===== src/rtl/core/ultrasonic_ping_ranger_assert.svh =====
// ----------------------------------------------------------------------------
// Ultrasonic ping ranger assertion macros
// Concurrent assertion wrappers, compiled out when ASSERT_OFF is defined.
// ----------------------------------------------------------------------------
`ifndef ULTRASONIC_PING_RANGER_ASSERT_SVH
`define ULTRASONIC_PING_RANGER_ASSERT_SVH
`ifndef ASSERT_OFF
`define UPR_ASSERT_IMPLIES(label, clk, rst_n, ante, cons) \
  label: assert property (@(posedge clk) disable iff (!(rst_n)) (ante) |-> (cons)) \
    else $error("ultrasonic_ping_ranger: assertion failed");
`define UPR_ASSERT_NEXT(label, clk, rst_n, ante, cons) \
  label: assert property (@(posedge clk) disable iff (!(rst_n)) (ante) |=> (cons)) \
    else $error("ultrasonic_ping_ranger: assertion failed");
`else
`define UPR_ASSERT_IMPLIES(label, clk, rst_n, ante, cons)
`define UPR_ASSERT_NEXT(label, clk, rst_n, ante, cons)
`endif
`endif


===== src/rtl/core/upr_pkg.sv =====
// ----------------------------------------------------------------------------
// Ultrasonic ping ranger package
// Phase type, status codes, register indexes, reset values and mm conversion constants.
// ----------------------------------------------------------------------------
`timescale 1ns / 1ps

package upr_pkg;

  typedef enum logic [1:0] {
    PH_HOLDOFF  = 2'd0,
    PH_TRIGGER  = 2'd1,
    PH_WAITRISE = 2'd2,
    PH_ECHO     = 2'd3
  } phase_t;

  localparam logic [1:0] ST_OK     = 2'd0;
  localparam logic [1:0] ST_NORESP = 2'd1;
  localparam logic [1:0] ST_EPE    = 2'd2;
  localparam logic [1:0] ST_FAR    = 2'd3;

  localparam int CFG_IDX_W  = 3;
  localparam int CFG_DATA_W = 16;

  localparam logic [CFG_IDX_W-1:0] CFG_HOLDOFF     = 3'd0;
  localparam logic [CFG_IDX_W-1:0] CFG_TRIGGER     = 3'd1;
  localparam logic [CFG_IDX_W-1:0] CFG_RISE_TIMEOUT = 3'd2;
  localparam logic [CFG_IDX_W-1:0] CFG_ECHO_MAX    = 3'd3;
  localparam logic [CFG_IDX_W-1:0] CFG_MM_PER_MS   = 3'd4;
  localparam logic [CFG_IDX_W-1:0] CFG_RANGE_LIMIT = 3'd5;

  localparam logic [15:0] RST_HOLDOFF      = 16'd200;
  localparam logic [7:0]  RST_TRIGGER      = 8'd5;
  localparam logic [15:0] RST_RISE_TIMEOUT = 16'd850;
  localparam logic [15:0] RST_ECHO_MAX     = 16'd18500;
  localparam logic [9:0]  RST_MM_PER_MS    = 10'd174;
  localparam logic [15:0] RST_RANGE_LIMIT  = 16'd3000;

  localparam logic [10:0] MM_DIV = 11'd1000;

  // floor(p / 1000) = (p * MM_RECIP) >> MM_RECIP_SHIFT, exact for p < 2^26
  localparam logic [26:0] MM_RECIP       = 27'd68719477;
  localparam int          MM_RECIP_SHIFT = 36;

endpackage


===== src/rtl/core/ultrasonic_ping_ranger.sv =====
// ----------------------------------------------------------------------------
// Ultrasonic ping ranger
// Each tick item is captured in the input register; its result is then registered in the output register.
// Throughput: one item per cycle while results are taken; a stalled result holds the input register.
// Synchronous active-low reset restores register defaults and holdoff phase.
// ----------------------------------------------------------------------------
`timescale 1ns / 1ps
`include "ultrasonic_ping_ranger_assert.svh"

module ultrasonic_ping_ranger
  import upr_pkg::*;
(
  input  logic                  clk,
  input  logic                  rst_n,
  input  logic                  in_valid,
  output logic                  in_ready,
  input  logic                  in_echo_level,
  output logic                  out_valid,
  input  logic                  out_ready,
  output logic                  out_drive_enable,
  output logic                  out_drive_level,
  output logic                  out_done_res,
  output logic [1:0]            out_status,
  output logic [15:0]           out_distance_mm,
  input  logic                  cfg_valid,
  output logic                  cfg_ready,
  input  logic [CFG_IDX_W-1:0]  cfg_index,
  input  logic [CFG_DATA_W-1:0] cfg_data
);

  logic [15:0] holdoff_r;
  logic [7:0]  trigger_r;
  logic [15:0] rise_to_r;
  logic [15:0] echo_max_r;
  logic [9:0]  mm_r;
  logic [15:0] limit_r;

  logic        in_valid_r;
  logic        in_level_r;
  logic        advance;

  phase_t      phase_r, phase_nxt;
  logic [15:0] elapsed_r, elapsed_nxt;
  logic        last_r;
  logic [25:0] prod_r, prod_nxt;

  logic        out_valid_r;
  logic        en_r, lvl_r, done_r;
  logic [1:0]  status_r;
  logic [15:0] dist_r;

  logic        en_nxt, lvl_nxt, done_nxt;
  logic [1:0]  status_nxt;
  logic [15:0] dist_nxt;

  logic [16:0] n;
  logic [52:0] recip;
  logic [16:0] dist_q;
  logic [15:0] dist_sat;
  logic        rise;

  assign cfg_ready = 1'b1;
  assign advance   = in_valid_r && (!out_valid_r || out_ready);
  assign in_ready  = !in_valid_r || advance;

  always_ff @(posedge clk) begin
    if (!rst_n) begin
      holdoff_r  <= RST_HOLDOFF;
      trigger_r  <= RST_TRIGGER;
      rise_to_r  <= RST_RISE_TIMEOUT;
      echo_max_r <= RST_ECHO_MAX;
      mm_r       <= RST_MM_PER_MS;
      limit_r    <= RST_RANGE_LIMIT;
    end else if (cfg_valid) begin
      case (cfg_index)
        CFG_HOLDOFF:      holdoff_r  <= cfg_data;
        CFG_TRIGGER:      trigger_r  <= cfg_data[7:0];
        CFG_RISE_TIMEOUT: rise_to_r  <= cfg_data;
        CFG_ECHO_MAX:     echo_max_r <= cfg_data;
        CFG_MM_PER_MS:    mm_r       <= cfg_data[9:0];
        CFG_RANGE_LIMIT:  limit_r    <= cfg_data;
        default: ;
      endcase
    end
  end

  always_ff @(posedge clk) begin
    if (!rst_n) begin
      in_valid_r <= 1'b0;
    end else if (in_ready) begin
      in_valid_r <= in_valid;
    end
  end

  always_ff @(posedge clk) begin
    if (in_ready && in_valid) begin
      in_level_r <= in_echo_level;
    end
  end

  always_ff @(posedge clk) begin
    if (!rst_n) begin
      phase_r   <= PH_HOLDOFF;
      elapsed_r <= '0;
      last_r    <= 1'b0;
    end else if (advance) begin
      phase_r   <= phase_nxt;
      elapsed_r <= elapsed_nxt;
      last_r    <= in_level_r;
    end
  end

  // hold elapsed_r * mm_r; rebuild it when the scale is rewritten
  always_ff @(posedge clk) begin
    if (advance) begin
      prod_r <= prod_nxt;
    end else if (cfg_valid && cfg_index == CFG_MM_PER_MS) begin
      prod_r <= {10'd0, elapsed_r} * {16'd0, cfg_data[9:0]};
    end
  end

  assign n        = {1'b0, elapsed_r} + 17'd1;
  assign recip    = {27'd0, prod_r} * {26'd0, MM_RECIP};
  assign dist_q   = recip[MM_RECIP_SHIFT +: 17];
  assign dist_sat = dist_q[16] ? 16'hFFFF : dist_q[15:0];
  assign rise     = in_level_r && !last_r;

  always_comb begin
    phase_nxt   = phase_r;
    elapsed_nxt = n[15:0];
    prod_nxt    = prod_r;
    en_nxt      = 1'b0;
    lvl_nxt     = 1'b0;
    done_nxt    = 1'b0;
    status_nxt  = ST_OK;
    dist_nxt    = '0;
    case (phase_r)
      PH_HOLDOFF: begin
        if (n >= {1'b0, holdoff_r}) begin
          phase_nxt   = PH_TRIGGER;
          elapsed_nxt = '0;
        end
      end
      PH_TRIGGER: begin
        en_nxt  = 1'b1;
        lvl_nxt = 1'b1;
        if (n >= {9'd0, trigger_r}) begin
          phase_nxt   = PH_WAITRISE;
          elapsed_nxt = '0;
        end
      end
      PH_WAITRISE: begin
        if (rise) begin
          if (echo_max_r == 16'd0) begin
            done_nxt    = 1'b1;
            status_nxt  = ST_EPE;
            phase_nxt   = PH_HOLDOFF;
            elapsed_nxt = '0;
          end else begin
            phase_nxt   = PH_ECHO;
            elapsed_nxt = 16'd1;
            prod_nxt    = {16'd0, mm_r};
          end
        end else if (n >= {1'b0, rise_to_r}) begin
          done_nxt    = 1'b1;
          status_nxt  = ST_NORESP;
          phase_nxt   = PH_HOLDOFF;
          elapsed_nxt = '0;
        end
      end
      PH_ECHO: begin
        if (!in_level_r) begin
          done_nxt    = 1'b1;
          phase_nxt   = PH_HOLDOFF;
          elapsed_nxt = '0;
          if (dist_sat >= limit_r) begin
            status_nxt = ST_FAR;
          end else begin
            dist_nxt = dist_sat;
          end
        end else if (n > {1'b0, echo_max_r}) begin
          done_nxt    = 1'b1;
          status_nxt  = ST_EPE;
          phase_nxt   = PH_HOLDOFF;
          elapsed_nxt = '0;
        end else begin
          prod_nxt = prod_r + {16'd0, mm_r};
        end
      end
      default: begin
        phase_nxt   = PH_HOLDOFF;
        elapsed_nxt = '0;
      end
    endcase
  end

  always_ff @(posedge clk) begin
    if (!rst_n) begin
      out_valid_r <= 1'b0;
    end else begin
      out_valid_r <= advance || (out_valid_r && !out_ready);
    end
  end

  always_ff @(posedge clk) begin
    if (advance) begin
      en_r     <= en_nxt;
      lvl_r    <= lvl_nxt;
      done_r   <= done_nxt;
      status_r <= status_nxt;
      dist_r   <= dist_nxt;
    end
  end

  assign out_valid        = out_valid_r;
  assign out_drive_enable = en_r;
  assign out_drive_level  = lvl_r;
  assign out_done_res     = done_r;
  assign out_status       = status_r;
  assign out_distance_mm  = dist_r;

  `UPR_ASSERT_IMPLIES(a_idle_result_clear, clk, rst_n, out_valid_r && !done_r,
                      status_r == ST_OK && dist_r == 16'd0)
  `UPR_ASSERT_IMPLIES(a_trigger_no_done, clk, rst_n, out_valid_r && en_r,
                      lvl_r && !done_r)
  `UPR_ASSERT_NEXT(a_done_to_holdoff, clk, rst_n, advance && done_nxt,
                   phase_r == PH_HOLDOFF && elapsed_r == 16'd0)

endmodule


===== config.mk =====
export PLATFORM = sky130hd
export DESIGN_NAME = ultrasonic_ping_ranger
export DESIGN_NICKNAME = d
export VERILOG_FILES = /design/src/rtl/core/upr_pkg.sv /design/src/rtl/core/ultrasonic_ping_ranger.sv
export VERILOG_INCLUDE_DIRS = /design/src /design/src/rtl/core
export SDC_FILE = /design/constraint.sdc
export NUM_CORES = 1
export LEC_CHECK = 0
export ABC_AREA = 1
export ABC_CLOCK_PERIOD_IN_PS = 10300
export CAP_MARGIN = 20
export CORE_MARGIN = 10
export CORE_UTILIZATION = 60
export DETAILED_ROUTE_END_ITERATION = 7
export DONT_BUFFER_PORTS = 1
export GPL_TIMING_DRIVEN = 0
export PLACE_DENSITY = 0.76
export SLEW_MARGIN = 20
export SYNTH_ARGS = -nofsm -noshare
export SYNTH_HDL_FRONTEND = slang
export SYNTH_SLANG_ARGS = --single-unit

===== constraint.sdc =====
create_clock -name clk -period 10.3 [get_ports clk]
set_clock_uncertainty 0.1 [all_clocks]
set_input_delay 0.515 -clock clk [delete_from_list [all_inputs] [get_ports clk]]
set_output_delay 0.515 -clock clk [all_outputs]
set_load 0.05 [all_outputs]

; Yosys cells after proc, flatten, opt, wreduce, memory -nomap -nowiden
; Cells that the tools add are included.
[totals]
reg_bits = 150
latch_bits = 0
mem_bits_rw = 0
rom_bits = 0
output_inout_bits = 24
memories = 0
[classes]
add_sub_neg = 2
mul = 2
n_div = 0
magnitude_cmp = 5
eq_ne = 17
shift = 0
muxes = 38
n_bitwise = 1
n_reduce_logical = 25
[ops]
columns = op, n
row1 = $mux W26, 6
row2 = $mux W16, 7
row3 = $pmux W16 S4, 1
row4 = $mul A26 B27 Y53 const B, 1
row5 = $pmux W26 S2, 1
row6 = $ge A17 B16 Y1, 2
row7 = $add A26 B10 Y26, 1
row8 = $mul A16 B10 Y26, 1
row9 = $mux W2, 12
row10 = $ne A3 B3 Y1 const B, 6
row11 = $add A16 B1 Y17 const B, 1
row12 = $ge A17 B8 Y1, 1
row13 = $gt A17 B16 Y1, 1
row14 = $ge A16 B16 Y1, 1
row15 = $logic_not A16 Y1, 1
row16 = $reduce_and A2 Y1, 6
row17 = $mux W1, 8
row18 = $pmux W2 S4, 1
row19 = $eq A3 B2 Y1 const B, 2
row20 = $eq A3 B3 Y1 const B, 2
row21 = $reduce_and A6 Y1, 1
row22 = $logic_and A1 B1 Y1, 5
row23 = $reduce_and A5 Y1, 1
row24 = $eq A2 B2 Y1 const B, 2
row25 = other kinds (13), 19

; Longest topological paths before layout
; Gate-level depths: netlist of the first run.
[logic_depth]
depth_word = 6
ltp_mapped = 37
ltp_nobuf = 36

; Worst setup path after synthesis of the first run
; No wires, ideal clock.
[synth_timing]
kind = reg2reg
startpoint = reg prod_r[15]
endpoint = reg dist_r[14], in the netlist out_distance_mm[14] (data pin)
setup_ns = 0.152
arrival_ns = 7.148
path_slack_ns = 2.900
stages_incl_launch_ff = 36
n_path_buf = 1
synth_period_minus_slack_ns = 7.400
cell_sequence = edfxtp_1 > inv_1 > ha_1 > fa_1 > inv_1 > fa_1 > inv_1 > fa_1 > inv_1 > fa_1 > fa_1 > inv_1 > fa_1 > inv_1 > ha_1 > a21oi_1 > o21ai_0 > nand2_1 > nand2_1 > a21oi_1 > o21ai_0 > a21oi_1 > inv_1 > nor2_1 > inv_1 > ha_1 > a21oi_1 > nor2_1 > nor2_1 > nand2_1 > a21boi_0 > nand4_1 > nor2_1 > inv_1 > clkbuf_1 > a31oi_1
[synth_between]
elab_chain_len = 4
[synth_lines]
columns = element, line
row1 = "start, declared", ultrasonic_ping_ranger.sv:45  ; logic [25:0] prod_r, prod_nxt;
row2 = "start signal, assigned", ultrasonic_ping_ranger.sv:116  ; prod_r <= prod_nxt;
row3 = "start signal, assigned", ultrasonic_ping_ranger.sv:118  ; prod_r <= {10'd0, elapsed_r} * {16'd0, cfg_data[9:0]};
row4 = $mul A26 B27 Y53, ultrasonic_ping_ranger.sv:123  ; assign recip = {27'd0, prod_r} * {26'd0, MM_RECIP};
row5 = $mux W16, ultrasonic_ping_ranger.sv:125  ; assign dist_sat = dist_q[16] ? 16'hFFFF : dist_q[15:0];
row6 = net dist_sat[9], ultrasonic_ping_ranger.sv:59  ; logic [15:0] dist_sat;
row7 = $ge A16 B16 Y1, ultrasonic_ping_ranger.sv:176  ; if (dist_sat >= limit_r) begin
row8 = $reduce_or A3 Y1 (no source line), --
row9 = "end signal, assigned", ultrasonic_ping_ranger.sv:211  ; dist_r <= dist_nxt;
row10 = "end, declared", ultrasonic_ping_ranger.sv:50  ; logic [15:0] dist_r;
; The timed path passes the listed nets, and every way through them passes these cells.
; A chain may end at the register's enable or synchronous reset.

; Final worst setup path of the first run
[layout_timing]
startpoint = reg prod_r[15]
endpoint = reg dist_r[15], in the netlist out_distance_mm[15] (data pin)
; Same word-level chain as after synthesis.

==> results.toml, run 1 <==
[synthesis]
synth_nets = 3940
ys_warn_count = 0
netlist_area_sq_um = 25050
synth_top_area_share_pct = 25.81
yosys.area.top_type = "fa_1"
synth_flop_cell = "dfxtp_1"
synthCells = 3181
synth_area_leaders = "fa_1 26%, ha_1 21%, inv_1 12%, dfxtp_1 8.2%, nand2_1 8.2%"
synth_edf_count = 47
avgSynthCellArea_sq_um = 7.875
yosys.cell_types.count = 47
ys_seq_elements = 150
synth-async-reset-ratio_pct = 0
synth-seq-area-share_pct = 13.86

[cts]
cts_max_level = 4
clockBufferDepth = 2
clock-sinks = 150
clock-root-buffer = "clkbuf_16"
cts_tree = "done"
cts_hold_buf = 0
clk_pin_slew_ns = 0.07
cts_resized = 0
cts_made_buffers = 17
clkLatencyLatePin_ns = 0.45
postCtsSetupBuffers = 0

[grt]
grt_pass1_vias = 21825
grt_pass1_wl_mm = 111.7
grt.total_usage_pct = 27.89
grt.overflow.total = 0
antenna_found_initial = 0
grt_max_degree = 30

[routing]
wirelength_mm = 68.57
drc = 0
num_vias = 20960
wl_per_cell_microns = 18.29
antenna_left = 0
vias_per_cell = 5.591
drt_iter0_drc = 1672
first_pass_iters = 6

[die]
die_area_sq_um = 50330
die_x_microns = 224.3
die_h_microns = 224.3
core-area_sq_um = 41020
num_rows = 74
io_pins = 49
initial_core_util_pct = 61.08

[placed_design]
hpwl_mm = 57.91
numPortBuffers = 0
placed_area_sq_um = 25750
pre_cts_ws_ns = 1.206
gp_congestion = 0.9825
dp_cells = 3717

[timing]
setup_slack_ns = 1.233
period_share_pct = 88.03
slew_headroom_pct = 34.25
layout_min_cycle_time_ns = 9.067
final_max_slew_viol_count = 0
worstMarginPinSlew_ns = 0.9862
clock.fmax_mhz = 110.3
hold_viol_final = 0
setup-violations-final = 0
tns_ns = 0
rsz0062_at_grt = "false"

[layout]
instances_no_fill = 3749
post-route-util_pct = 64.23
drive_gt1_share_pct = 2.145
final_nets = 3963
final_area_sq_um = 26350
syn_to_final_growth_pct = 5.169
antenna_cells = 0

[power_and_ir_drop]
power_density_nw_per_um2 = 108.4
ir_drop_mv = 0.1332
power.leakage_uw = 0.01436

[run_status]
outcome = "finished, final reports clean"

[worst_setup_path]
cp-end-kind = "flop"
critPathSlowestCell = "edfxtp_1"
critPathArrivalTime_ns = 9.26
critPathTopFamily = "adder cells"
crit_fanout = 11
worst_path_most_repeated_cell = "inv_1"
max_stage_delay_ns = 0.81
worstSetupStartpointType = "flop"
critPathRequiredTime_ns = 10.49
critical_path_class = "flop to flop"
crit_buf_inv = 10

[min_path]
worstHoldPathType = "input pin to flop"

[run]
maxCapViolations = 0
final timing paths:
path / startpoint / to / slack (ns) / cells after the start
setup / recovery: prod_r[15] / out_distance_mm[15] / 1.23 / 35
hold / removal: in_echo_level / in_level_r / 0.06 / 0
setup reg to reg: prod_r[15] / out_distance_mm[15] / 1.23 / 35
hold reg to reg: rise_to_r[12] / rise_to_r[12] / 0.36 / 2
layout make-up:
cell class,count,area [sq um]
Timing Repair Buffer,4,20.02
Fill cell,3579,14670
Tap cell,532,665.6
Buffer,73,292.8
Clock inverter,15,175.2
Sequential cell,150,3473
Multi-Input combinational cell,2179,18370
Clock buffer,17,425.4
Inverter,779,2924
cells in the mapped netlist, types with 4 or more instances:
cell type and number:
dfxtp_1 103, a21oi_1 206, fa_1 323, nor2_1 206, o22ai_1 4, o211ai_1 24
nand4_1 35, clkbuf_1 68, nor2_2 6, o21bai_1 14, a21o_1 14, nor3_1 26
or2_2 10, a31oi_1 14, a21boi_0 7, inv_1 775, o21a_1 6, xor2_1 25
ha_1 411, nand2_1 546, o21ai_0 157, nor4_1 8, xnor2_1 7, edfxtp_1 47
nand3_1 106
metal layers:
layer | track usage, % | part of all wire [%] | vias up
met3 | 3.006 | 5.3 | 195
li1 | - | - | 9999
met1 | 33.09 | 39 | 10059
met2 | 50.62 | 51 | 707
met5 | 0 | 0 | -
met4 | 11.38 | 4.1 | 0
where the power goes:
group	total (uW)	leakage [uW]	internal, uW	switching (uW)
registers	653	0.00129	626	27.0
clock network	644	0.000291	328	316
logic	1560	0.0128	549	1010
state kept, by name (all words and copies together) (netlist names), 2 cells and up:
signal / cells
prod_r: 26
out_distance_mm: 16
rise_to_r: 16
holdoff_r: 16
phase_r: 2
trigger_r: 8
mm_r: 10
limit_r: 16
out_status: 2
elapsed_r: 16
echo_max_r: 16
per-stage QoR:
| stage | power, uW | hold WS [ns] |
|---|---|---|
| floorplan | 1777 | 0.3353 |
| global placement | 2187 | 0.3453 |
| detailed placement | 2209 | 0.3533 |
| CTS | 2855 | 0.05007 |
| global route | 3089 | 0.05120 |
| finish | 2855 | 0.05614 |
kinds of logic after synthesis:
logic type,after synthesis,share of synthesized area [%]
xor+xnor,33,1.184
simple gates,955,15.78
fa+ha+maj,734,46.34
buf+inv,852,12.84
compound gates,456,9.984
flops,150,13.86
other cells,1,0.01497
placed cells by master, fill, tap and decap left out, drive strengths merged, types with 6 or more instances in the layout:
| cell type | Yosys | layout |
|---|---|---|
| nand2 | 548 | 548 |
| o21ai | 157 | 157 |
| buf | 5 | 9 |
| fa | 323 | 323 |
| a21o | 14 | 14 |
| xor2 | 26 | 26 |
| a31oi | 14 | 14 |
| nor4 | 8 | 8 |
| ha | 411 | 411 |
| edfxtp | 47 | 47 |
| inv | 777 | 785 |
| a21oi | 206 | 206 |
| clkbuf | 68 | 85 |
| or2 | 10 | 10 |
| o21a | 6 | 6 |
| nor3 | 26 | 26 |
| a21boi | 7 | 7 |
| o21bai | 14 | 14 |
| nand3 | 108 | 108 |
| nor2 | 212 | 212 |
| xnor2 | 7 | 7 |
| dfxtp | 103 | 103 |
| clkinv | 2 | 8 |
| o211ai | 24 | 24 |
| nand4 | 35 | 35 |
Note: power is estimated with default switching activity, not from simulation.
==> run 2: changes to the inputs <==
- PLACE_DENSITY: 0.76 -> default
- PLACE_DENSITY_LB_ADDON: default -> 0.15
==> results.toml, run 2 (same netlist as run 1, synthesis figures left out) <==
[run_status]
outcome = "finished, final reports clean"

[timing]
setup_slack_ns = 1.237
slew_headroom_pct = 37.37
layout_min_cycle_time_ns = 9.063
worstMarginPinSlew_ns = 0.9394
hold_viol_final = 0
clock.fmax_mhz = 110.3
period_share_pct = 87.99
rsz0062_at_grt = "false"
setup-violations-final = 0
tns_ns = 0
final_max_slew_viol_count = 0

[grt]
grt_pass1_wl_mm = 113.7
grt_pass1_vias = 21970
grt_max_degree = 30
antenna_found_initial = 0
grt.total_usage_pct = 28.66
grt.overflow.total = 0

[layout]
nFillCells = 3601
mostFrequentLayoutCell = "inv_1"
largest_reg_flops = 26
post-route-util_pct = 64.22
final_nets = 3962
drive_gt1_share_pct = 2.052
regMostFlops = "prod_r"
final_area_sq_um = 26340
syn_to_final_growth_pct = 5.144
mostFrequentLayoutCells = "775 x inv_1, 546 x nand2_1, 411 x ha_1, 323 x fa_1"
antenna_cells = 0
instances_no_fill = 3748

[die]
io_pins = 49
die_x_microns = 224.3
initial_core_util_pct = 61.08
die_area_sq_um = 50330
die_h_microns = 224.3
core-area_sq_um = 41020
num_rows = 74

[routing]
drt_iter0_drc = 1445
first_pass_iters = 8
drc = 0
wl_per_cell_microns = 18.81
wirelength_mm = 70.51
antenna_left = 0
vias_per_cell = 5.556
num_vias = 20825

[cts]
clkLatencyLatePin_ns = 0.45
clock-sinks = 150
clk_pin_slew_ns = 0.07
cts_max_level = 4
cts_hold_buf = 0
cts_resized = 0
clock-root-buffer = "clkbuf_16"
cts_made_buffers = 17
postCtsSetupBuffers = 0
clockBufferDepth = 2
cts_tree = "done"

[worst_setup_path]
critPathSlowestCell = "edfxtp_1"
cp-end-kind = "flop"
critical_path_class = "flop to flop"
worst_path_most_repeated_cell = "inv_1"
max_stage_delay_ns = 0.77
worstSetupStartpointType = "flop"
critPathArrivalTime_ns = 9.24
crit_fanout = 11
critPathRequiredTime_ns = 10.48

[power_and_ir_drop]
power_density_nw_per_um2 = 108.5
ir_drop_mv = 0.1588
power.leakage_uw = 0.01436

[placed_design]
gp_congestion = 0.9882
hpwl_mm = 59.74
pre_cts_ws_ns = 1.278
numPortBuffers = 0
placed_area_sq_um = 25740
dp_cells = 3716

[min_path]
worstHoldPathType = "input pin to flop"

[run]
maxCapViolations = 0
-- run 2: critical path, delay by kind of cell (launching register included) --
family | cells | cell delay, ns
buffers and inverters | 10 | 1.18
AOI/OAI and AO/OA | 8 | 1.76
and+or+nand+nor | 8 | 1.04
DFF | 1 | 0.77
adders and majority gates | 9 | 4.02
-- run 2: path summary, 6_finish.rpt --
check | to | cells after the start | slack [ns] | start
max | out_distance_mm[14] | 35 | 1.24 | prod_r[15]
min | in_level_r | 0 | 0.06 | in_echo_level
max reg2reg | out_distance_mm[14] | 35 | 1.24 | prod_r[15]
min reg2reg | holdoff_r[15] | 2 | 0.36 | holdoff_r[15]
-- run 2: final cells by class --
| type | instances | area [sq um] | share of cell area, % |
|---|---|---|---|
| Inverter | 779 | 2924 | 11.10 |
| Clock buffer | 17 | 425.4 | 1.615 |
| Sequential cell | 150 | 3473 | 13.19 |
| Clock inverter | 15 | 173.9 | 0.6603 |
| Buffer | 73 | 292.8 | 1.112 |
| Multi-Input combinational cell | 2179 | 18370 | 69.74 |
| Timing Repair Buffer | 3 | 15.01 | 0.05700 |
| Tap cell | 532 | 665.6 | 2.527 |
-- run 2: report_power, final --
group / internal (uW) / switching (uW)
Sequential: 626 / 27.3
Clock: 364 / 281
Combinational: 554 / 1010
Total: 1540 / 1310
-- run 2: layer usage --
metal	track usage, %	wire length (microns)	up-vias	part of all wire, %
li1	-	-	9994	-
met1	32.59	27230	10069	39
met2	52.88	36620	592	52
met3	3.214	3452	170	4.9
met4	13.29	3202	0	4.5
met5	0	0	-	0
-- run 2: stage by stage --
| step | hold WS, ns | power, uW |
|---|---|---|
| finish | 0.06116 | 2858 |
| global route | 0.05234 | 3102 |
| CTS | 0.05031 | 2864 |
| detailed placement | 0.3536 | 2213 |
| global placement | 0.3461 | 2186 |
| floorplan | 0.3353 | 1777 |
